==> src/prbm_pkg.sv <==
// Shared types, constants and a helper function for the page residency budget manager.
`timescale 1ns / 1ps

package prbm_pkg;

	localparam int MAX_PAGES = 1024;
	localparam int PAGE_W    = 10;
	localparam int CNT_W     = 11;
	localparam int SIZE_W    = 24;
	localparam int BYTES_W   = 48;
	localparam int STAT_W    = 32;
	localparam int CFG_IDX_W = 2;
	localparam int CFG_DAT_W = 48;

	// Configuration register indexes
	localparam logic [CFG_IDX_W-1:0] CFG_BUDGET = 2'd0;
	localparam logic [CFG_IDX_W-1:0] CFG_PAGES  = 2'd1;
	localparam logic [CFG_IDX_W-1:0] CFG_STREAM = 2'd2;

	// Item actions
	localparam logic [2:0] ACT_LOAD   = 3'd0;
	localparam logic [2:0] ACT_REQ    = 3'd1;
	localparam logic [2:0] ACT_UPLOAD = 3'd2;
	localparam logic [2:0] ACT_PROC   = 3'd3;
	localparam logic [2:0] ACT_FRAME  = 3'd4;
	localparam logic [2:0] ACT_QUERY  = 3'd5;

	// Result status codes
	localparam logic [2:0] ST_DONE     = 3'd0;
	localparam logic [2:0] ST_RANGE    = 3'd1;
	localparam logic [2:0] ST_RESIDENT = 3'd2;
	localparam logic [2:0] ST_BUDGET   = 3'd3;
	localparam logic [2:0] ST_NOREQ    = 3'd4;

	// Datapath operations issued by the controller
	localparam logic [3:0] OP_NONE    = 4'd0;
	localparam logic [3:0] OP_CLR     = 4'd1;
	localparam logic [3:0] OP_TAKE    = 4'd2;
	localparam logic [3:0] OP_CFG     = 4'd3;
	localparam logic [3:0] OP_DEC     = 4'd4;
	localparam logic [3:0] OP_UP_OK   = 4'd5;
	localparam logic [3:0] OP_EV_FAIL = 4'd6;
	localparam logic [3:0] OP_EVICT   = 4'd7;
	localparam logic [3:0] OP_EV_SKIP = 4'd8;
	localparam logic [3:0] OP_PP_DEC  = 4'd9;
	localparam logic [3:0] OP_PP_NEXT = 4'd10;
	localparam logic [3:0] OP_RC_ACC  = 4'd11;
	localparam logic [3:0] OP_OUT     = 4'd12;

	// Read address selects for the page stores
	localparam logic [1:0] RD_ITEM = 2'd0;
	localparam logic [1:0] RD_IDX  = 2'd1;
	localparam logic [1:0] RD_PTR  = 2'd2;

	typedef struct packed {
		logic [2:0]          action;
		logic [PAGE_W-1:0]   page_index;
		logic [STAT_W-1:0]   miss_count;
		logic                from_gpu;
		logic [SIZE_W-1:0]   byte_size;
	} in_t;

	typedef struct packed {
		logic [2:0]          status;
		logic                page_resident;
		logic [PAGE_W-1:0]   fallback_page;
		logic [BYTES_W-1:0]  resident_bytes;
		logic [CNT_W-1:0]    resident_pages;
		logic [STAT_W-1:0]   miss_total;
		logic [STAT_W-1:0]   frame_misses;
		logic [STAT_W-1:0]   eviction_total;
	} out_t;

	typedef struct packed {
		logic [3:0] op;
		logic [1:0] rd_sel;
		logic       in_ready;
		logic       cfg_ready;
	} cmd_t;

	typedef struct packed {
		logic [2:0] act;
		logic       in_range;
		logic       res_bit;
		logic       cand;
		logic       over;
		logic       ptr_zero;
		logic       ev_hit;
		logic       idx_last;
		logic       rc_last;
		logic       out_free;
		logic       in_valid;
		logic       cfg_valid;
		logic       cfg_pages;
	} stat_t;

	// Saturating 32-bit add.
	function automatic logic [STAT_W-1:0] sat_add(input logic [STAT_W-1:0] a,
		input logic [STAT_W-1:0] b);
		logic [STAT_W:0] s;
		s = {1'b0, a} + {1'b0, b};
		sat_add = s[STAT_W] ? {STAT_W{1'b1}} : s[STAT_W-1:0];
	endfunction

endpackage

==> src/prbm_ctrl.sv <==
// Controller state machine sequencing items, uploads, eviction scans and sweeps.
`timescale 1ns / 1ps

module prbm_ctrl (
	input  logic            clk,
	input  logic            arst_n,
	input  prbm_pkg::stat_t st,
	output prbm_pkg::cmd_t  cmd
);

	localparam logic [3:0] S_CLR     = 4'd0;
	localparam logic [3:0] S_IDLE    = 4'd1;
	localparam logic [3:0] S_RD      = 4'd2;
	localparam logic [3:0] S_DEC     = 4'd3;
	localparam logic [3:0] S_UP_CHK  = 4'd4;
	localparam logic [3:0] S_UP_OK   = 4'd5;
	localparam logic [3:0] S_EV_RD   = 4'd6;
	localparam logic [3:0] S_EV_DEC  = 4'd7;
	localparam logic [3:0] S_PP_RD   = 4'd8;
	localparam logic [3:0] S_PP_DEC  = 4'd9;
	localparam logic [3:0] S_PP_NEXT = 4'd10;
	localparam logic [3:0] S_FIN_RD  = 4'd11;
	localparam logic [3:0] S_FIN     = 4'd12;
	localparam logic [3:0] S_RC_RD   = 4'd13;
	localparam logic [3:0] S_RC_ACC  = 4'd14;

	logic [3:0] state_q;
	logic [3:0] state_nx;
	logic [3:0] ret_st;

	// After an upload, either continue the pending sweep or report.
	assign ret_st = (st.act == prbm_pkg::ACT_PROC) ? S_PP_NEXT : S_FIN_RD;

	always_comb begin
		state_nx      = state_q;
		cmd.op        = prbm_pkg::OP_NONE;
		cmd.rd_sel    = prbm_pkg::RD_ITEM;
		cmd.in_ready  = 1'b0;
		cmd.cfg_ready = 1'b0;
		case (state_q)
			S_CLR: begin
				cmd.op = prbm_pkg::OP_CLR;
				if (st.idx_last) begin
					state_nx = S_IDLE;
				end
			end
			S_IDLE: begin
				cmd.cfg_ready = 1'b1;
				cmd.in_ready  = !st.cfg_valid;
				if (st.cfg_valid) begin
					cmd.op = prbm_pkg::OP_CFG;
					if (st.cfg_pages) begin
						state_nx = S_RC_RD;
					end
				end else if (st.in_valid) begin
					cmd.op   = prbm_pkg::OP_TAKE;
					state_nx = S_RD;
				end
			end
			S_RD: begin
				state_nx = S_DEC;
			end
			S_DEC: begin
				cmd.op = prbm_pkg::OP_DEC;
				if (st.act == prbm_pkg::ACT_UPLOAD && st.in_range && !st.res_bit) begin
					state_nx = S_UP_CHK;
				end else if (st.act == prbm_pkg::ACT_PROC) begin
					state_nx = S_PP_RD;
				end else begin
					state_nx = S_FIN_RD;
				end
			end
			S_UP_CHK: begin
				state_nx = st.over ? S_EV_RD : S_UP_OK;
			end
			S_UP_OK: begin
				cmd.op   = prbm_pkg::OP_UP_OK;
				state_nx = ret_st;
			end
			S_EV_RD: begin
				cmd.rd_sel = prbm_pkg::RD_PTR;
				if (st.ptr_zero) begin
					cmd.op   = prbm_pkg::OP_EV_FAIL;
					state_nx = ret_st;
				end else begin
					state_nx = S_EV_DEC;
				end
			end
			S_EV_DEC: begin
				if (st.ev_hit) begin
					cmd.op   = prbm_pkg::OP_EVICT;
					state_nx = S_UP_CHK;
				end else begin
					cmd.op   = prbm_pkg::OP_EV_SKIP;
					state_nx = S_EV_RD;
				end
			end
			S_PP_RD: begin
				cmd.rd_sel = prbm_pkg::RD_IDX;
				state_nx   = S_PP_DEC;
			end
			S_PP_DEC: begin
				cmd.op   = prbm_pkg::OP_PP_DEC;
				state_nx = st.cand ? S_UP_CHK : S_PP_NEXT;
			end
			S_PP_NEXT: begin
				cmd.op   = prbm_pkg::OP_PP_NEXT;
				state_nx = st.idx_last ? S_FIN_RD : S_PP_RD;
			end
			S_FIN_RD: begin
				state_nx = S_FIN;
			end
			S_FIN: begin
				if (st.out_free) begin
					cmd.op   = prbm_pkg::OP_OUT;
					state_nx = S_IDLE;
				end
			end
			S_RC_RD: begin
				cmd.rd_sel = prbm_pkg::RD_IDX;
				state_nx   = S_RC_ACC;
			end
			S_RC_ACC: begin
				cmd.op   = prbm_pkg::OP_RC_ACC;
				state_nx = st.rc_last ? S_IDLE : S_RC_RD;
			end
			default: begin
				state_nx = S_IDLE;
			end
		endcase
	end

	always_ff @(posedge clk or negedge arst_n) begin
		if (!arst_n) begin
			state_q <= S_CLR;
		end else begin
			state_q <= state_nx;
		end
	end

endmodule

==> config.mk <==
export PLATFORM = sky130hd
export DESIGN_NAME = prbm_ctrl
export DESIGN_NICKNAME = d
export VERILOG_FILES = /design/src/prbm_pkg.sv /design/src/prbm_ctrl.sv
export SDC_FILE = /design/constraint.sdc
export NUM_CORES = 1
export LEC_CHECK = 0
export CAP_MARGIN = 20
export CORE_MARGIN = 2
export CORE_UTILIZATION = 40
export CTS_CLUSTER_SIZE = 14
export DETAILED_ROUTE_END_ITERATION = 8
export DONT_BUFFER_PORTS = 1
export GPL_TIMING_DRIVEN = 0
export PLACE_DENSITY = 0.6
export SETUP_SLACK_MARGIN = 0.15
export SLEW_MARGIN = 20
export SYNTH_ARGS = -nofsm -noshare
export SYNTH_HDL_FRONTEND = slang
export SYNTH_SLANG_ARGS = --single-unit
==> constraint.sdc <==
create_clock -name clk -period 3.6 [get_ports clk]
set_input_delay 0.18 -clock clk [delete_from_list [all_inputs] [get_ports clk]]
set_output_delay 0.18 -clock clk [all_outputs]
set_load 0.01 [all_outputs]
==> reports/results.txt, run 1 <==
status: complete, no violations
Final HPWL DP: 1.52 mm
unrepaired setup endpoints after global routing: no
max-slew violations: 0
Setup crit start kind: flop
placed cell count: 114
first-pass GRT wire length: 3.22 mm
DIE HEIGHT: 46.2 um
clk_lat worst skew: 0.23 ns
reg2reg start: state_q[1]
CP Max Fanout: 10
worst min path class: primary input to flop
layout cells sized above 1: 0.188
Hold Path Sink: state_q[0]
min setup slack post-route: 1.74 ns
Final Routed Wirelength: 2.11 mm
fmax: 0.538 GHz
r2r worst-path depth: 5
Syn Nets: 114
met1 GRT Util: 0.285
Sw Share: 0.529
Synth top cells by count: nand2_1, nand2b_1, buf_2, nor2_1, a21oi_1
First DRT Iteration DRCs: 41
Post-Syn Area: 711 um2
core area: 1690 um2
Seq cells post-synth: 4
Port Buffers: 0
gr usage total: 0.209
register area share after synthesis: 0.141
dpl ws: 2.02 ns
# diodes: 0
initial antenna violation count: 0
Antenna Violating Nets Remaining: 0
H-Tree Depth: 1
Synth Area per Inst: 7.33 um2
clock skew: 0.00366 ns
Die ar.: 2130 um2
Area after DPL: 732 um2
total clock sinks: 4
Die Wd: 46.2 um
Avg Vias per Cell: 6.94
Synth async-reset ratio: 1.00
Initial Util: 0.421
CTS resizes: 0
number of buffers created by CTS: 3
maximum number of pins on one net before global-route repair: 11
gr ovfl total: 0
Post-route DRC: 0
number of different library cells in the post-synthesis netlist: 45
setup bufs post-CTS: 0
type of the worst setup path: flop to output pin
Top Registers: state_q (4)
hold path startpoint: st[3]
endpoints failing setup: 0
vias after detailed routing: 819
Biggest register: state_q
Leak: 0.293 nW
max reg flops: 4
Final min period: 1.86 ns
CTS max path bufs: 2
Final Hold Viols: 0
required time worst endpoint: 3.42 ns
drt pass-1 iters: 4
maximum vdd ir drop: 0.320 mV
Slew @ Worst Pin: 0.594 ns
placement row count: 15
switching power: 0.356 mW
CP arrival: 1.68 ns
reg-to-reg slack, setup: 2.00 ns
Max-slew headroom: 0.600
total negative setup slack: 0 ns
Worst Setup SP: state_q[1]
Max-cap violations: 0
GR Util met3: 0.0706
GR peak layer: met2
Worst-path clk slew: 0.04 ns
# IOs: 25
Hold Buf Count CTS: 1
GR Util met2: 0.308
Synth area leaders: dfrtp_1, nand2b_1, buf_2, nand2_1, a21oi_1
period utilization: 0.516
Wirelength per Cell: 17.8 um
sequential power share: 0.138
reg-to-reg endpoint: state_q[3]
Clock power frac: 0.079
Area Overhead vs Synth: 7.57%
clock root cell: clkbuf_4
Synth Flop Type: dfrtp_1
fin area: 764 um2
nets@finish: 120
PnR Total Power: 0.674 mW
routability cong.: 0.826
Synth warnings: 0
Post-synth EDFFs: 0
Synth top area share: 0.141
Mapped Cells: 97
Min-Delay Path Depth: 2
leading area contributor after synthesis: dfrtp_1
number of global-route vias before repair: 760
CP endpoint kind: output pin
Power Dens Cells: 881 nW/um2
CTS tree: yes
combinational share of power: 0.783
Final Non-Filler Cells: 118
Internal: 0.317 mW
[cells by family after synthesis]
group	synth area share
flops	0.141
mux	0.0475
simple gates	0.320
buf+inv	0.106
xor+xnor	0.0123
compound gates	0.373
[cell usage in the layout (no fill, tap or decap), types with 2 or more instances in the layout]
cell	instances
nand2b_1	8
nand2_1	8
buf_2	6
nor2_1	6
a21oi_1	5
nor3_1	4
inv_1	4
dfrtp_1	4
o22ai_1	3
nand3_1	3
clkbuf_4	3
nand3b_1	2
buf_4	2
mux2_2	2
nor2b_1	2
a311oi_1	2
a31oi_1	2
a32oi_1	2
o21a_1	2
o21ai_1	2
nand4_1	2
o21ai_0	2
[how the worst max path moves through the flow]
stage	to	slack, ns	depth (start not counted)
after global routing	cmd[1]	1.69	3
final	cmd[4]	1.74	5
after global placement	state_q[3]	2.02	5
after floorplan	cmd[4]	2.22	5
after CTS	cmd[1]	1.76	3
after detailed placement	cmd[1]	2.02	3
[area by class of cell]
type / instances / area [um2]
clock buffer: 3 / 22.5
inverter: 4 / 15.0
buffer: 10 / 60.1
fill: 178 / 925
multi-input combinational: 79 / 536
timing repair buffer: 1 / 10.0
sequential: 4 / 100
tap: 17 / 21.3
[per-stage QoR]
stage | hold slack, ns | utilization
global route | 0.188 | 0.453
CTS | 0.194 | 0.453
floorplan | -0.116 | -
detailed placement | -0.115 | 0.433
finish | 0.200 | 0.453
global placement | -0.115 | 0.433
[critical path, cell delays in order (launching register included)]
cell and delay, ns:
dfrtp_1 0.42, buf_2 0.20, buf_2 0.21, nor3_1 0.23, a311oi_1 0.08, a31oi_1 0.30
[power groups by stage]
stage | Sequential [mW] | Combinational, mW | Clock, mW
final | 0.0929 | 0.527 | 0.0533
after global routing | 0.0951 | 0.567 | 0.0637
after CTS | 0.0914 | 0.514 | 0.0565
after detailed placement | 0.0918 | 0.510 | 0
after global placement | 0.0930 | 0.512 | 0
after floorplan | 0.0826 | 0.427 | 0
[metal layers]
layer | share of wire | vias up
met4 | 0.0062 | 0
li1 | - | 381
met5 | 0 | -
met3 | 0.10 | 3
met2 | 0.45 | 53
met1 | 0.44 | 382
(Power assumes the default switching activity.)
==> run 2, diff against run 1 <==
PLACE_DENSITY = 0.62   (was 0.6)
clock period = 1.55 ns   (was 3.6 ns; I/O delays follow)
==> run 2 against run 1 <==
- the run now ends with setup timing left
- combinational power grew to 3.7 times the previous value
- non-clock buffer count is 9 higher
- register-to-register slack worse by 2.0 ns
- first-iteration DRC count is 9.8% higher
- sequential share of layout area is 3.3 points lower
- clock skew is 0.00051 ns lower
- hold slack worse by 0.14 ns
- sequential power is 130% higher
- sequential cell count stayed put
- final cell count is 7.6% higher
- die area stayed put
==> reports/results.txt, run 2 (synthesized netlist as in run 1, its figures left out) <==
crit path cell chain: mux2_4 > a21oi_4 > o22ai_1 > a32o_2
Port Buffers: 0 (unchanged)
sequential power share: 0.094 (-0.044)
CP endpoint kind: output pin
CTS max path bufs: 2 (unchanged)
CP Max Fanout: 5 (-5)
Core Util, Final: 0.621 (+0.168)
required time worst endpoint: 1.47 ns (-1.95 ns)
Final Hold Viols: 0 (unchanged)
period utilization: 1.03
max reg flops: 4 (unchanged)
violated checks: setup timing
clock root cell: clkbuf_4
slowest stage cell on the critical path: dfrtp_2
# diodes: 0 (unchanged)
Initial Util: 0.421 (unchanged)
Die Wd: 46.2 um (unchanged)
Max-slew headroom: 0.809 (+0.209)
Sw Share: 0.493 (-0.0365)
Avg Vias per Cell: 6.87 (-1.1%)
total clock sinks: 4 (unchanged)
Wirelength per Cell: 19.4 um (+8.5%)
CP arrival: 1.51 ns (-0.17 ns)
Setup crit start kind: flop
Final Routed Wirelength: 2.46 mm (+17%)
core area: 1690 um2 (unchanged)
Die ar.: 2130 um2 (unchanged)
vias after detailed routing: 872 (+6.5%)
Worst-path clk slew: 0.04 ns (about the same)
Max-cap violations: 0 (unchanged)
DIE HEIGHT: 46.2 um (unchanged)
Top delay family on crit path: compound AO/OA/AOI/OAI gates
First DRT Iteration DRCs: 45 (+9.8%)
drt pass-1 iters: 4 (unchanged)
clock skew: 0.00315 ns (-0.000510 ns)
max-slew violations: 0 (unchanged)
CTS tree: yes
clk_lat worst skew: 0.23 ns (about the same)
Top Registers: state_q (4)
commonest non-fill, non-tap cells in the layout: buf_6, buf_4, nor2_1, nand2_1
nets@finish: 129 (+7.5%)
maximum vdd ir drop: 1.03 mV (+220%)
Power Dens Cells: 2160 nW/um2 (+150%)
number of global-route vias before repair: 842 (+11%)
Leak: 0.405 nW (+38%)
worst min path class: primary input to flop
combinational share of power: 0.851 (+0.068)
Post-route DRC: 0 (unchanged)
Antenna Violating Nets Remaining: 0 (unchanged)
Min-Delay Path Depth: 2 (unchanged)
Internal: 1.15 mW (+260%)
fmax: 0.628 GHz
Clock power frac: 0.055 (-0.024)
Final min period: 1.59 ns
unrepaired setup endpoints after global routing: yes
initial antenna violation count: 0 (unchanged)
maximum number of pins on one net before global-route repair: 11 (unchanged)
total negative setup slack: -0.0423 ns (-0.0423 ns)
Critical Path Stages: 4 (-1)
layout cells sized above 1: 0.500 (+0.312)
type of the worst setup path: flop to output pin
Final HPWL DP: 1.51 mm (-0.74%)
routability cong.: 0.841 (+1.9%)
min setup slack post-route: -0.0423 ns (-1.78 ns)
gr usage total: 0.238 (+0.0294)
gr ovfl total: 0 (unchanged)
Area Overhead vs Synth: 47.5%
endpoints failing setup: 1 (+1)
Slew @ Worst Pin: 0.285 ns (-0.310 ns)
Biggest register: state_q
Buf/Inv on CP: 0 (-2)
CP max stage delay: 0.45 ns (+0.03 ns)
status: finished, violations left
# IOs: 25 (unchanged)
switching power: 1.12 mW (+210%)
commonest non-fill, non-tap cell in the layout: buf_6
number of buffers created by CTS: 3 (unchanged)
placement row count: 15 (unchanged)
H-Tree Depth: 1 (unchanged)
r2r worst-path depth: 6 (+1)
first-pass GRT wire length: 3.68 mm (+14%)
run 2: timing repair:
action	in CTS	in global routing
resized for setup	35	18
hold endpoints to repair	4	0
endpoints found under the setup margin	11	10
pin swaps	8	10
hold buffers	1	0
buffers inserted	5	3
gates cloned	1	0
run 2: stage by stage:
| step | total power [mW] | cell area [um2] | setup slack [ns] | std cells | hold WS (ns) |
|---|---|---|---|---|---|
| floorplan | 1.18 | 711 | 0.197 | 97 | -0.218 |
| global placement | 1.40 | 732 | -0.0169 | 114 | -0.218 |
| detailed placement | 1.40 | 732 | -0.0486 | 114 | -0.218 |
| CTS | 1.95 | 942 | 0.00413 | 124 | 0.0803 |
| global route | 2.40 | 1050 | -0.0769 | 127 | 0.0588 |
| finish | 2.27 | 1050 | -0.0423 | 127 | 0.0621 |
run 2: routing by layer:
metal,vias up,wire [um],track usage
met5,-,0,0
met4,0,21,0.0571
met3,2,152,0.0588
met2,52,1230,0.389
met1,418,1060,0.312
li1,400,-,-
run 2: path summary, 6_finish.rpt:
path	slack (ns)	to	from
setup / recovery	-0.04	cmd[6]	state_q[0]
hold / removal	0.06	state_q[2]	st[1]
setup reg to reg	0.01	state_q[2]	state_q[0]
hold reg to reg	0.81	state_q[1]	state_q[3]
max in group asynchronous	1.25	state_q[3]	arst_n
min in group asynchronous	0.11	state_q[1]	arst_n
run 2: area by class of cell:
type	instances	area, um2
Multi-Input combinational cell	79	699
Fill cell	141	641
Buffer	10	109
Sequential cell	4	103
Timing Repair Buffer	10	78.8
Clock buffer	3	22.5
Tap cell	17	21.3
Inverter	4	15.0
run 2: power by group through the flow:
stage,clock network (mW),registers (mW),logic [mW]
5_1_grt,0.143,0.217,2.04
3_3_place_gp,0,0.215,1.19
3_5_place_dp,0,0.217,1.19
6_report,0.125,0.213,1.93
2_1_floorplan,0,0.192,0.992
4_1_cts,0.134,0.207,1.61
==> run 3, diff against run 2 <==
--- a/config.mk
+++ b/config.mk
@@ -12,4 +12,5 @@
 export DETAILED_ROUTE_END_ITERATION = 8
 export DONT_BUFFER_PORTS = 1
+export GPL_ROUTABILITY_DRIVEN = 0
 export GPL_TIMING_DRIVEN = 0
 export PLACE_DENSITY = 0.62
==> constraint.sdc (replaced) <==
create_clock -name clk -period 1.55 [get_ports clk]
set_input_delay 0.155 -clock clk [delete_from_list [all_inputs] [get_ports clk]]
set_output_delay 0.155 -clock clk [all_outputs]
set_load 0.01 [all_outputs]
==> run 3 against run 2 <==
- critical path depth stayed put
- the flow still finishes with violations (setup timing)
- largest cell class unchanged
- routed wire length up 18%
- cell area up 6.8%
- highest routed layer unchanged
- first-iteration DRC count shrank 36%
==> reports/results.txt, run 3 (synthesized netlist as in run 1, its figures left out) <==
number of buffers created by CTS: 3 (unchanged)
Final Hold Viols: 0 (unchanged)
Wirelength per Cell: 21.8 um (+12%)
gr usage total: 0.248 (+0.00959)
fmax: 0.613 GHz (-2.4%)
crit path cell chain: mux2_4 > a21oi_2 > o22ai_1 > a32o_2
Top Registers: state_q (4)
Core Util, Final: 0.663 (+0.0422)
layout cells sized above 1: 0.509 (+0.00862)
H-Tree Depth: 1 (unchanged)
First DRT Iteration DRCs: 29 (-36%)
Final Non-Filler Cells: 133 (+4.7%)
CP max stage delay: 0.44 ns (about the same)
Max-slew headroom: 0.822 (+0.0131)
Slew @ Worst Pin: 0.265 ns (-0.0198 ns)
core area: 1690 um2 (unchanged)
Max-cap violations: 0 (unchanged)
max reg flops: 4 (unchanged)
DIE HEIGHT: 46.2 um (unchanged)
Layout fillers: 123 (-13%)
clk_lat worst skew: 0.24 ns (about the same)
WHS: 0.161 ns (+0.0989 ns)
placement row count: 15 (unchanged)
worst min path class: primary input to flop
# IOs: 25 (unchanged)
period utilization: 1.05 (+0.0248)
required time worst endpoint: 1.39 ns (-0.08 ns)
placed cell count: 114 (unchanged)
CTS tree: yes
Power Dens Cells: 2190 nW/um2 (+1.2%)
CP endpoint kind: output pin
status: finished, violations left
number of global-route vias before repair: 862 (+2.4%)
total clock sinks: 4 (unchanged)
Avg Vias per Cell: 7.19 (+4.7%)
initial antenna violation count: 0 (unchanged)
nets@finish: 135 (+4.7%)
commonest non-fill, non-tap cell in the layout: buf_4
type of the worst setup path: flop to output pin
Antenna Violating Nets Remaining: 0 (unchanged)
Setup crit start kind: flop
r2r worst-path depth: 6 (unchanged)
maximum vdd ir drop: 1.22 mV (+19%)
Die Wd: 46.2 um (unchanged)
slowest stage cell on the critical path: dfrtp_2
dpl ws: -0.0486 ns (unchanged)
commonest non-fill, non-tap cells in the layout: buf_4, buf_6, nand2b_1, nand2_1
Die ar.: 2130 um2 (unchanged)
max-slew violations: 0 (unchanged)
PnR Total Power: 2.45 mW (+8.1%)
vias after detailed routing: 956 (+9.6%)
CP Max Fanout: 5 (unchanged)
Area after DPL: 732 um2 (unchanged)
maximum number of pins on one net before global-route repair: 11 (unchanged)
drt pass-1 iters: 4 (unchanged)
violated checks: setup timing
Final Routed Wirelength: 2.90 mm (+18%)
gr ovfl total: 0 (unchanged)
Final min period: 1.63 ns (+0.0384 ns)
unrepaired setup endpoints after global routing: yes
clock root cell: clkbuf_4
total negative setup slack: -0.129 ns (-0.0868 ns)
Leak: 0.445 nW (+9.8%)
Post-route DRC: 0 (unchanged)
Final HPWL DP: 1.51 mm (unchanged)
Initial Util: 0.421 (unchanged)
clock skew: 0.00658 ns (+0.00343 ns)
min setup slack post-route: -0.0806 ns (-0.0384 ns)
first-pass GRT wire length: 3.82 mm (+3.8%)
Worst-path clk slew: 0.04 ns (about the same)
Biggest register: state_q
endpoints failing setup: 3 (+2)
CTS max path bufs: 2 (unchanged)
CP arrival: 1.48 ns (-0.03 ns)
# diodes: 0 (unchanged)
fin area: 1120 um2 (+6.8%)
Port Buffers: 0 (unchanged)
Min-Delay Path Depth: 2 (unchanged)
Area Overhead vs Synth: 57.6%
run 3: cell types whose count changed in the layout (fill, tap and decap cells not counted), moves of 2 or more:
cell      previous run  this run
buf_8                0         4
nand2b_1             4         6
nand2b_4             4         2
buf_4                8        12
buf_6               10         7
run 3: layout make-up:
cell class | count | area [um2] | share of cell area
buffer | 10 | 128 | 0.114
clock buffer | 3 | 22.5 | 0.0201
inverter | 4 | 15.0 | 0.0134
multi-input combinational | 79 | 674 | 0.602
sequential | 4 | 103 | 0.0916
tap | 17 | 21.3 | 0.0190
timing repair buffer | 16 | 156 | 0.140
run 3: worst max-delay path: cells and delay by family (launching register included):
family / cells / cell delay (ns)
multiplexers: 1 / 0.32
AO/OA/AOI/OAI: 3 / 0.47
flip-flops: 1 / 0.44
run 3: worst paths after layout:
kind                       startpoint         end  slack, ns
hold reg to reg            state_q[3]  state_q[2]       0.80
setup reg to reg           state_q[0]  state_q[2]      -0.02
max in group asynchronous      arst_n  state_q[3]       1.16
setup / recovery           state_q[0]      cmd[6]      -0.08
min in group asynchronous      arst_n  state_q[1]       0.19
hold / removal                  st[1]  state_q[2]       0.16
run 3: report_power, final:
group | switching [mW] | internal (mW) | total (mW)
clock | 0.0430 | 0.0866 | 0.130
sequential | 0.0525 | 0.157 | 0.209
combinational | 1.08 | 1.03 | 2.11
total | 1.18 | 1.27 | 2.45
run 3: repair_timing:
item                                    4_1_cts  5_1_grt
endpoints found under the hold margin         4        0
buffers inserted                              5        9
endpoints found under the setup margin       12       12
gates resized for setup                      41       13
cloned                                        0        1
hold buffers                                  1        0
pin swaps                                     8        7
run 3: layer usage:
| layer | GRT usage | part of all wire | wire [um] |
|---|---|---|---|
| met5 | 0 | 0 | 0 |
| met4 | 0.0571 | 0.046 | 133 |
| met3 | 0.0667 | 0.079 | 230 |
| met2 | 0.411 | 0.50 | 1440 |
| met1 | 0.317 | 0.38 | 1090 |
